--- src/hdl/assert_macros.svh ---
// Assertion macros shared by the table RTL.
`ifndef ASSERT_MACROS_SVH
`define ASSERT_MACROS_SVH
// Same-cycle implication, checked on clk outside reset.
`define NKT_ASSERT_NOW(lbl, ante, cons, msg) \
	lbl: assert property (@(posedge clk) disable iff (!arst_n) (ante) |-> (cons)) \
		else $error(msg);
// Next-cycle implication, checked on clk outside reset.
`define NKT_ASSERT_NEXT(lbl, ante, cons, msg) \
	lbl: assert property (@(posedge clk) disable iff (!arst_n) (ante) |=> (cons)) \
		else $error(msg);
`endif

--- src/hdl/nkt_pkg.sv ---
// Types, codes and helper functions of the name-keyed table.
package nkt_pkg;
	localparam int NAME_BYTES  = 30;
	localparam int KIND_BYTES  = 20;
	localparam int MAX_RESULTS = 16;

	localparam logic [2:0] REQ_APPEND = 3'd0;
	localparam logic [2:0] REQ_LIST   = 3'd1;
	localparam logic [2:0] REQ_SEQ    = 3'd2;
	localparam logic [2:0] REQ_BIN    = 3'd3;
	localparam logic [2:0] REQ_SORT   = 3'd4;
	localparam logic [2:0] REQ_REMOVE = 3'd5;

	localparam logic [2:0] STS_OK        = 3'd0;
	localparam logic [2:0] STS_NOT_FOUND = 3'd1;
	localparam logic [2:0] STS_FULL      = 3'd2;
	localparam logic [2:0] STS_EMPTY     = 3'd3;
	localparam logic [2:0] STS_UNSORTED  = 3'd4;

	typedef struct packed {
		logic [255:0]       name;
		logic [191:0]       kind;
		logic signed [31:0] amount;
	} entry_t;

	typedef struct packed {
		logic lt;
		logic gt;
	} cmp_res_t;

	typedef struct packed {
		logic [2:0] status;
		entry_t     entry;
		logic [6:0] ops;
		logic [3:0] slot;
		logic       last;
	} result_t;

	typedef enum logic [4:0] {
		S_IDLE, S_APPEND, S_LREAD, S_LDATA, S_SREAD, S_SCMP, S_CREAD, S_CCMP,
		S_BREAD, S_BCMP, S_XREAD, S_XCMP, S_XW1, S_XW2, S_RREAD, S_RWR, S_OWAIT
	} state_t;

	// Keeps bytes up to the first zero byte or maxc characters, zeroes the rest.
	function automatic logic [255:0] norm_str(input logic [255:0] s, input int maxc);
		logic         ended;
		logic [255:0] r;
		ended = 1'b0;
		r = '0;
		for (int i = 0; i < 32; i++) begin
			if (s[8*i +: 8] == 8'h00 || i >= maxc)
				ended = 1'b1;
			if (!ended)
				r[8*i +: 8] = s[8*i +: 8];
		end
		return r;
	endfunction

	function automatic logic [6:0] sat_inc(input logic [6:0] v);
		return (v == 7'h7f) ? v : v + 7'd1;
	endfunction
endpackage

--- src/hdl/nkt_cmp.sv ---
// Case-folding name comparator shared by every search and sort step.
module nkt_cmp (
	input  logic [255:0]      a,
	input  logic [255:0]      b,
	output nkt_pkg::cmp_res_t res
);
	import nkt_pkg::*;

	logic [255:0] fa;
	logic [255:0] fb;

	function automatic logic [7:0] fold(input logic [7:0] c);
		return (c >= 8'h41 && c <= 8'h5a) ? c + 8'h20 : c;
	endfunction

	// The first character goes to the top so one magnitude compare is lexicographic.
	always_comb begin
		for (int k = 0; k < 32; k++) begin
			fa[(31-k)*8 +: 8] = fold(a[8*k +: 8]);
			fb[(31-k)*8 +: 8] = fold(b[8*k +: 8]);
		end
	end

	assign res.lt = fa < fb;
	assign res.gt = fa > fb;
endmodule

--- config.mk ---
export PLATFORM = sky130hd
export DESIGN_NAME = nkt_cmp
export DESIGN_NICKNAME = d
export VERILOG_FILES = /design/src/hdl/assert_macros.svh /design/src/hdl/nkt_pkg.sv /design/src/hdl/nkt_cmp.sv
export SDC_FILE = /design/constraint.sdc
export NUM_CORES = 1
export LEC_CHECK = 0
export BUFFER_PORTS_ARGS = -buffer_cell sky130_fd_sc_hd__buf_2
export CORE_AREA = 2 2 200 202
export DETAILED_ROUTE_END_ITERATION = 16
export DIE_AREA = 0 0 202 204
export SYNTH_ARGS = -nofsm -noshare
export SYNTH_HDL_FRONTEND = slang
export SYNTH_SLANG_ARGS = --single-unit
--- constraint.sdc ---
create_clock -name vclk -period 3.4
set_input_delay 0.17 -clock vclk [all_inputs]
set_output_delay 0.17 -clock vclk [all_outputs]
set_load 0.1 [all_outputs]
* Yosys cells after proc, flatten, opt, wreduce, memory -nomap -nowiden
Cells that the tools add are included.
** Storage, ports and cells
- Bits in registers :: 0
- Bits of input ports :: 512
- Output and inout bits :: 2
- Word-level logic and storage cells :: 322
** Cells by class
- Add/sub/neg operators :: 64
- $lt $le $gt $ge :: 130
- Mux-type cells :: 64
- Reductions and logical operators :: 64
** Operator list (count)
- 8-bit by 6-bit adder with 8-bit output (second input constant) :: 64
- 8-bit by 7-bit >= comparator with 1-bit output (second input constant) :: 64
- 8-bit by 7-bit <= comparator with 1-bit output (second input constant) :: 64
- 8-bit 2-to-1 mux :: 64
- 256-bit > comparator :: 1
- 256-bit less-than comparator :: 1
- 1-bit logical AND :: 64

* Logic depth before layout (Yosys ltp)
Gate-level depths: netlist of run 1.
- Depth after elaboration :: 4
- Mapped depth :: 15
- Mapped depth without buffers :: 15

* Worst setup path before layout of run 1
OpenSTA, ideal clock, no wires.
- Kind :: input to output
- Start point :: in a[42]
- End point :: out res[0] in the netlist's numbering
- Data arrival time :: 4.701 ns
- Data required time :: 3.230 ns
- Path slack :: -1.471 ns
- Cell stages on the path :: 13
- Buffers on the path :: 0
- Cells stage by stage :: or4_1 -> o22ai_1 -> nor4b_1 -> or2_2 -> ha_1 -> a21o_1 -> a21o_1 -> a221o_1 -> a211o_2 -> a221oi_1 -> o2111ai_1 -> nor3_2 -> nor2_2
** RTL lines
- from (decl) :: line nkt_cmp.sv:3 : input logic [255:0] a,
- to (decl) :: line nkt_cmp.sv:5 : output nkt_pkg::cmp_res_t res

==> reports/results.txt, run 1 <==
Cell family contributing the most delay on the critical path: simple AND/OR/NAND/NOR gates. After detailed routing, the number of remaining DRC violations is 0. The routed layout has 14,465 vias. The floorplan step defined a die boundary enclosing 41,200 sq um. Routability-driven placement finished with a final weighted congestion of 0.966.

The data required time at the worst endpoint came out at 3.23 ns. The power per cell area is 119 nW/um^2, and the total global routing overflow is 0. The horizontal extent of the die is 202 um. The area of all placed cells without fillers came out at 17,300 sq um.

The final critical path takes up 114% of the cycle. The run gives 0 as the Yosys warning count. Internal power comes to 1.07 mW. Max-cap violations in this run came to 0.

Once detailed placement completed, the half-perimeter wirelength came to 41.9 mm. Of the total power, combinational logic draws 100.0%. The die span in y came out at 204 um. The number of I/O port buffers was 514; the cell area after synthesis was 10,300 sq um.

The run gives 71.1 mm as the first-pass GRT wire length. For the pin with the worst max-slew slack, the measured transition is 0.509 ns. Sorting the synthesized cells by area gives the leading types as ha_1 (39%), a21oi_1 (9.2%), inv_1 (7.2%). The final layout contains 3,176 nets. Walking the worst path, the cells encountered are buf_2 -> or4_4 -> o22ai_2 -> nor4b_2 -> a21o_1 -> ha_1 -> nand4_1 -> nor4_2 -> nand3_1 -> buf_6 -> or4_4 -> a311o_1 -> o2111ai_2 -> nor3_4 -> nor2_4 -> buf_12. The logs give 5 for the number of optimization iterations in the first detailed-route pass and 3,999 for the count of fill cells added during filler insertion. The number of design-rule violations left by the first detailed-router iteration was 437; the vias per cell was 5.02.

For the endpoint arrival time on the critical path, the log shows 3.70 ns. The critical path's slowest cell is or4_4. 514 I/O pins were placed.

Setup total negative slack on the finished layout was measured at -0.937 ns. The largest single stage delay on the critical path is 0.53 ns. A synthesized cell averages 7.27 sq um. The worst setup path is of the in -> out kind. The final reports fail on setup timing.

Setup repair after global routing could not meet its margin everywhere. The register area share after synthesis is 0%, and the area share of the largest cell type after synthesis is 38.7%. For this design the static power due to leakage is 9.37 nW. For the final wirelength, the log shows 45.3 mm.

The run gives 2,855 as the cell count after placement. The sequential cell fraction of total power is 0%. The maximum number of pins on one net before global-route repair was 5; the register area was 0 sq um. The number of nets with antenna violations after detailed routing is 0. Across every metal layer, demand over resource in global routing totals 20.8%. The worst setup path is captured at an output pin. Excluding fillers, the count of instances in the completed layout stands at 2,880. The worst setup slack after placement is -0.783 ns, and the synthesis-to-layout area growth is 67.1%. The tools report the core area as 39,200 sq um. Tracing the worst setup path back leads to its startpoint at a[163]. The classification of the worst-slack hold path is in -> out. The floorplan has 73 rows. Net switching is 48.1% of the power.

The tools report the total nets after synthesis as 2,254. For the area of placed instances, the log shows 16,600 sq um. The tools report the total of clock buffers placed in the layout as 0. The initial antenna violation count is 22. The run finished, with violations left. The final hold violation count is 0. The library cell occupying the most area in the post-synthesis netlist is ha_1. The most numerous cell type found on the critical path is or4_4.

Setup violations remaining at the end of the flow were counted as 2. In this run the tightest slew margin relative to its limit is 65.6%. The design draws 2.06 mW. The tools report the final worst slack as -0.474 ns. The design has 0 sequential cells. For the maximum achievable frequency, the log shows 0.258 GHz. For the final-report max-slew violation count, the log shows 0. The logs give 0.0000549 V for the maximum vdd ir drop and 26.4% for the starting utilization of the core area. Synthesis produced a netlist whose cell count is 1,422. The run gives 14,750 as the number of global-route vias before repair. In this run the worst path has a maximum fanout of 2. Together, buffers and inverters on the worst path number 3. The worst setup path is launched from a primary input. Synthesis instantiated 57 different standard cells from the library. The proportion of power drawn by the clock network came out at 0%.

The tools report the startpoint of the most critical hold path as a[248]. The run gives 10,200 sq um as the area used by multi-input combinational logic. In the final layout, the share of cells above drive strength 1 is 44.7%. Final critical path time including I/O delays and setup: 3.87 ns. After detailed routing, the average wire length per cell comes to 15.7 um.

For the net load switching power, the log shows 0.992 mW.
[area by class of cell]
cell class / count / area share, %
Antenna cell: 13 / 0.188
Tap cell: 525 / 3.80
Timing Repair Buffer: 920 / 32.8
Multi-Input combinational cell: 1223 / 58.9
Inverter: 199 / 4.32
[routing by layer]
| layer | wire (um) | part of all wire (%) | track usage [%] |
|---|---|---|---|
| met5 | 93 | 0.21 | 0 |
| met3 | 2360 | 5.2 | 3.17 |
| met1 | 18700 | 41 | 23.5 |
| met4 | 1330 | 2.9 | 5.44 |
| met2 | 22800 | 50 | 40.3 |
[synth_stat cells (all sizes together) (2+ instances only)]
cell and n:
o31ai 23, nand3 44, a31oi 3, a211o 2, o21ba 2, o31a 2
a221o 7, a211oi 6, nor3 28, o211ai 5, or2 34, o32ai 2
inv 199, nand4 65, nand2 95, o2111ai 2, nor2b 2, nor4 13
o41a 32, nand2b 2, o21ai 64, ha 320, a221oi 8, and2 4
or4 36, nor2 48, o21a 3, nor4b 63, o22ai 40, a21o 64
a2111oi 2, a21oi 189
[placed cells by master, fill, tap and decap left out, drive strengths merged, types with 2 or more instances in the layout]
cell and count:
nand3 44, o31a 2, o21ai 64, diode 13
o2111ai 2, nor4 13, inv 199, ha 320
nor2 48, nor2b 2, or4 36, or2 34
a211o 2, a21o 64, nand2 95, a211oi 6
o32ai 2, nor4b 63, o21a 3, and2 4
o41a 32, a2111oi 2, nand2b 2, nand4 65
nor3 28, a221o 7, a21oi 189, a31oi 3
buf 920, o31ai 23, o22ai 40, o211ai 5
a221oi 8, o21ba 2
[final timing paths]
path	endpoint	slack, ns	cells past startpoint
worst min-delay path	res[0]	1.38	8
worst max-delay path	res[0]	-0.47	16
[what timing repair did]
| item | 4_1_cts | 5_1_grt |
|---|---|---|
| pin swaps | 37 | 14 |
| hold buffers | 0 | 0 |
| buffers inserted | 7 | 5 |
| resized for setup | 62 | 19 |
| endpoints found under the setup margin | 2 | 2 |
[through the flow]
step                hold slack [ns]  util, %
floorplan                     0.871        -
global placement               1.42     42.4
detailed placement             1.42     42.4
CTS                            1.33     43.6
global route                   1.44     44.1
finish                         1.38     44.1
[worst min-delay path, stage by stage]
cell     delay, ns
buf_2         0.12
inv_1         0.05
ha_1          0.22
nand4_1       0.15
nor4_1        0.07
buf_4         0.13
nor2_4        0.09
buf_12        0.18
[power by group through the flow]
stage | clock network (mW) | registers (mW) | logic, mW
floorplan | 0 | 0 | 0.894
global placement | 0 | 0 | 1.89
detailed placement | 0 | 0 | 1.96
CTS | 0 | 0 | 2.04
global route | 0.000000394 | 0 | 2.32
finish | 0.000000512 | 0 | 2.06
[cells by family after synthesis]
logic type / Yosys count / share of synthesized area, %
buffers and inverters: 199 / 7.23
AOI/OAI and AO/OA: 465 / 29.0
and+or+nand+nor: 438 / 25.1
adders and majority gates: 320 / 38.7
(Power assumes the default switching activity.)
==> inputs of run 2 (changes only) <==
Settings changed: CORE_AREA 2 2 200 202 to 2 2 198 200, DIE_AREA 0 0 202 204 to 0 0 200 202.
==> run 2 against run 1 <==
The flow still finishes with violations (setup timing). Final cell count is 0.14% lower. Hold slack got worse by 0.049 ns. Wire length down 2.6%. Cell area fell by 0.53%. Largest cell class unchanged.
==> reports/results.txt, run 2 (synthesis gave the netlist of run 1 again) <==
The flow ran to the end, but the final reports show violations. The final reports fail on setup timing. For the met3 usage, the log shows 3.67%. The logs give 14,867 for the number of global-route vias before repair and 0 for the count of maximum capacitance violations. Setup repair after global routing could not meet its margin everywhere. The leakage component of the power was 9.34 nW. In the final routed layout, each cell accounts on average for 15.4 um. Headroom to the max-slew limit came out at 64.4%. For the count of fill cells added during filler insertion, the log shows 3,922. The total power draw is 2.07 mW. The layout has 0 clock buffers.

The sum of net half-perimeters after detailed placement is 40.8 mm. The run gives 3.73 ns as the endpoint arrival time on the critical path. Global-route track usage on met1: 21.8%. Die area: 40,400 sq um. The cell that appears most often on the critical path is a21o_1. Met2 track utilization from global routing: 40.1%. Summed over all failing endpoints, the final setup total negative slack is -0.983 ns. The run gives 3.23 ns as the data required time at the worst endpoint. After layout, the worst path uses 115% of the clock period. The signal on the critical path passes through buf_2 -> or4_4 -> o22ai_4 -> nor4b_2 -> or2_4 -> ha_4 -> a21o_1 -> a21o_1 -> a221o_1 -> a211o_2 -> a221oi_4 -> buf_4 -> o2111ai_2 -> nor3_4 -> buf_6 -> buf_12. The final worst slack is -0.496 ns.

The tools report the final cell count without fillers as 2,876. The run gives 21 as the initial antenna violation count. The all-layer global routing usage was 20.6%. Across the VDD grid, the largest voltage drop is 0.0000651 V. The first global-routing pass estimated 68.4 mm of wire.

In the layout the commonest cells are buf_2 (511), buf_4 (405), ha_1 (312). Entering global routing, the biggest net connects 5 pins. The number of design-rule violations left by the first detailed-router iteration was 355; the share of the core filled with cells was 44.9%. The routed layout has 14,485 vias.

The count of nets left with antenna violations once routing finished came out at 0. Together, buffers and inverters on the worst path number 4. The floorplan step defined a core boundary enclosing 38,300 sq um. The share of layout cells above drive strength 1 came out at 44.1%. At the end of the flow, the number of nets in the layout was 3,176.

The register area was 0 sq um; the synthesis-to-layout area growth was 66.2%. The type of element launching the critical path was a primary input. For the number of top-level pins, the log shows 514.

The number of hold buffers added after CTS is 0. For the final hold violation count, the log shows 0. Critical path's slowest cell: or4_4. Number of optimization iterations in the first detailed-route pass: 4. The maximum achievable frequency came out at 0.257 GHz. The floorplan has 72 rows. Subtracting the final worst setup slack from the clock period gives 3.90 ns. In the routed layout, each cell is associated on average with a via count of 5.04.

In this run the most used layer during global routing was met2. Count of unresolved DRC violations after routing: 0. The cell family contributing the most delay on the critical path is compound AO/OA/AOI/OAI gates.

In this run the tool buffered the top-level ports with 514 buffer cells. Highest fanout seen on the critical path: 2. The critical path class was in -> out. Including well taps, the total number of placed cells is 2,851. Setup violations remaining at the end of the flow were counted as 2. For the worst setup slack after placement, the log shows -0.777 ns.

The congestion estimate from routability-driven global placement came to 0.922. Largest incremental delay on the critical path: 0.54 ns. The most common cell after layout, fill and taps aside is buf_2. For this run the aggregate overflow at the end of global routing stands at 0.

For this block, the routed nets add up to 44.1 mm of wire. For this design the ratio of total power to cell area is 120 nW/um^2. In this run the horizontal extent of the chip is 200 um. The path class of the tightest hold or removal check is in -> out. The die span in y was 202 um. Sequential cell count: 0.

STA classifies the critical path endpoint as an output pin. The final-report max-slew violation count was 0; the slew at the pin closest to its max-slew limit was 0.527 ns. Once the floorplan was initialized, standard cells occupied 27.0% of the core.
-- run 2: final timing paths --
check                     to  cells after the start  startpoint  slack [ns]
worst max-delay path  res[1]                     16       a[41]       -0.50
worst min-delay path  res[0]                      7      b[248]        1.33
-- run 2: stage by stage --
stage / cell area [sq um] / hold slack, ns
floorplan: 10400 / 0.871
global placement: 16700 / 1.35
detailed placement: 16700 / 1.37
CTS: 17000 / 1.34
global route: 17200 / 1.39
finish: 17200 / 1.33
-- run 2: repair_timing --
item | 4_1_cts | 5_1_grt
endpoints found under the setup margin | 2 | 2
resized for setup | 51 | 11
setup buffers | 4 | 5
pin swaps | 36 | 15
-- run 2: final cells by class --
class	count	area [sq um]	area share, %
timing repair buffer	920	5660	32.9
antenna	16	40.0	0.233
tap	518	648	3.77
inverter	199	747	4.35
multi-input combinational	1223	10100	58.7
-- run 2: per-layer routing --
layer  vias to the layer above  part of all wire [%]  routed length [um]
met2                       400                    51               22600
li1                       7399                     -                   -
met3                       104                   6.1                2700
met1                      6572                    39               17200
met5                         -                  0.13                  59
met4                        10                   3.7                1620
-- run 2: power by group --
group	total (mW)	switching [mW]	internal [mW]
Clock	0.000000630	0	0.000000630
Combinational	2.07	0.990	1.08
Sequential	0	0	0
Total	2.07	0.990	1.08
==> inputs of run 3 (changes only) <==
Settings changed: CORE_AREA 2 2 198 200 to 2 2 203 205, DIE_AREA 0 0 200 202 to 0 0 205 207.
Clock period 3.4 ns to 4.6 ns, I/O delays scaled along.
==> run 3 against run 2 <==
The flow now finishes without violations. Die area up 5.0%. Count of clock-buffer cells in the layout unchanged. Wire length down 5.8%. Critical path type unchanged.
==> reports/results.txt, run 3 (synthesis gave the netlist of run 1 again) <==
After clock tree synthesis, the flow added hold-fix buffers numbering 0. The worst setup path is captured at an output pin. After layout, the worst path uses 95.9% of the clock period.

The congestion estimate from routability-driven global placement came to 0.939. The vias per cell came out at 5.17. In this run the most critical hold path is launched from b[248]. The initialized floorplan defines 74 standard-cell rows. In this run the standard cell core region covers 40,400 sq um.

The number of optimization iterations in the first detailed-route pass was 5. The die span in y came out at 207 um. Of all nets on the critical path, the largest fanout is 4. Final worst slack: 0.190 ns.

In the routed design, unresolved DRC markers number 0. The largest incremental delay on the critical path works out to 0.61 ns. The detailed router finished its first iteration with 601 violations. The classification of the worst-slack hold path was in -> out.

The power per cell area is 86.6 nW/um^2, and the synthesis-to-layout area growth is 32.8%. The analysis attributes to cell leakage a power of 7.30 nW. The share of layout cells above drive strength 1 came out at 30.0%. The filler cells instantiated in the layout total 4,376. The run gives 1.34 ns as the worst hold slack after final layout.

The slew at the pin closest to its max-slew limit works out to 0.588 ns. Summing over every cut layer, the via total after detailed routing is 12,871. Data arrives at the worst endpoint at 4.18 ns. The count of cells along the worst hold path is 7.

The maximum achievable frequency is 0.227 GHz. The run gives 0 as the total global routing overflow. The critical path goes through buf_2 -> or4_1 -> o22ai_1 -> nor4b_1 -> or2_2 -> ha_1 -> nand4_2 -> nor4_4 -> nand4_2 -> or4_4 -> a311o_1 -> o2111ai_1 -> nor3_4 -> nor2_2 -> buf_12. The worst setup path is of the in -> out kind.

Buffers placed on the I/O ports in this run total 514. The type of element launching the critical path was a primary input. After layout, the minimum clock period comes to 4.41 ns. For this design, the slowest cell found on the critical path is or4_4. Setup repair after global routing left no endpoint under its margin. During I/O placement, the number of pins put on the boundary was 514. The horizontal extent of the die came out at 205 um. For the number of global-route vias before repair, the log shows 12,611.

The layout has 0 clock buffers. Once detail routing completed, the nets flagged for antenna violations numbered 0. The most numerous cell type found on the critical path is nand4_2. Once the floorplan was initialized, standard cells occupied 25.6% of the core.

In this run the tightest slew margin relative to its limit is 60.4%. At the worst endpoint, the required time is 4.37 ns. Summed over all layers, the routed wires come to 41.6 mm. IR analysis of the VDD net gives a maximum drop of 0.0000482 V. Entering global routing, the biggest net connects 5 pins. Max-cap violations in this run came to 0. Worst setup path startpoint: a[2]. Leaving out filler cells and counting taps, the final layout contains 2,489.

Number of nets in the finished design: 2,776. The post-detailed-route wirelength per cell is 16.7 um, and the all-layer global routing usage is 18.3%. The die covers 42,400 sq um. The final hold violation count was 0.

Summed over all failing endpoints, the final setup total negative slack is 0 ns. The sum of net half-perimeters after detailed placement was 38.7 mm; the final-report max-slew violation count was 0. The final-report setup violation count was 0.

The first global-routing pass estimated 63.4 mm of wire. Summing all flip-flop and latch instances after layout gives 0 sq um. The logs give 0.0570 ns for the worst setup slack after placement and 0 for the sequential cell count. The most common cell after layout, fill and taps aside is buf_2. The logs give 21 for the initial antenna violation count and 2,473 for the cell count after placement. Leaving out fill and tap cells, the most frequent cells in the layout are buf_2 (512), ha_1 (320), inv_1 (199).

The flow ran to the end, and the final reports show no timing, DRC or antenna violations.
run 3: final cells by class:
type                       count  area (sq um)  share of cell area, %
antenna                       15          37.5                  0.274
inverter                     199           747                   5.44
multi-input combinational   1223          9630                   70.1
tap                          532           666                   4.85
timing repair buffer         520          2650                   19.3
run 3: critical path, delay by kind of cell:
kind / cells / cell delay, ns
AO/OA/AOI/OAI: 3 / 0.77
adder cells (fa/ha/maj): 1 / 0.33
buffers and inverters: 2 / 0.30
AND/OR/NAND/NOR: 9 / 2.53
run 3: final timing paths:
| check | endpoint | slack, ns |
|---|---|---|
| hold / removal | res[0] | 1.34 |
| setup / recovery | res[0] | 0.19 |
run 3: report_power, final:
part / internal (mW) / total, mW / switching [mW]
sequential: 0 / 0 / 0
clock: 0.000000438 / 0.000000438 / 0
combinational: 0.545 / 1.19 / 0.643
run 3: per-layer routing:
| layer | global-route usage [%] | vias to the layer above | part of all wire [%] |
|---|---|---|---|
| li1 | - | 6593 | - |
| met1 | 20.8 | 5823 | 41 |
| met2 | 34.5 | 389 | 50 |
| met3 | 3.32 | 54 | 6.9 |
| met4 | 4.42 | 12 | 2.0 |
| met5 | 0 | - | 0.19 |
run 3: through the flow:
stage / instance area (sq um) / power, mW / utilization (%)
after CTS: 13600 / 1.19 / 33.8
after detailed placement: 13600 / 1.18 / 33.8
after global placement: 13600 / 1.14 / 33.8
after floorplan: 10300 / 0.653 / -
after global routing: 13700 / 1.35 / 34.0
final: 13700 / 1.19 / 34.0
run 3: repair_timing:
item	in CTS	in global routing
setup buffers	0	1
gates resized for setup	0	5
setup endpoints to repair	0	1
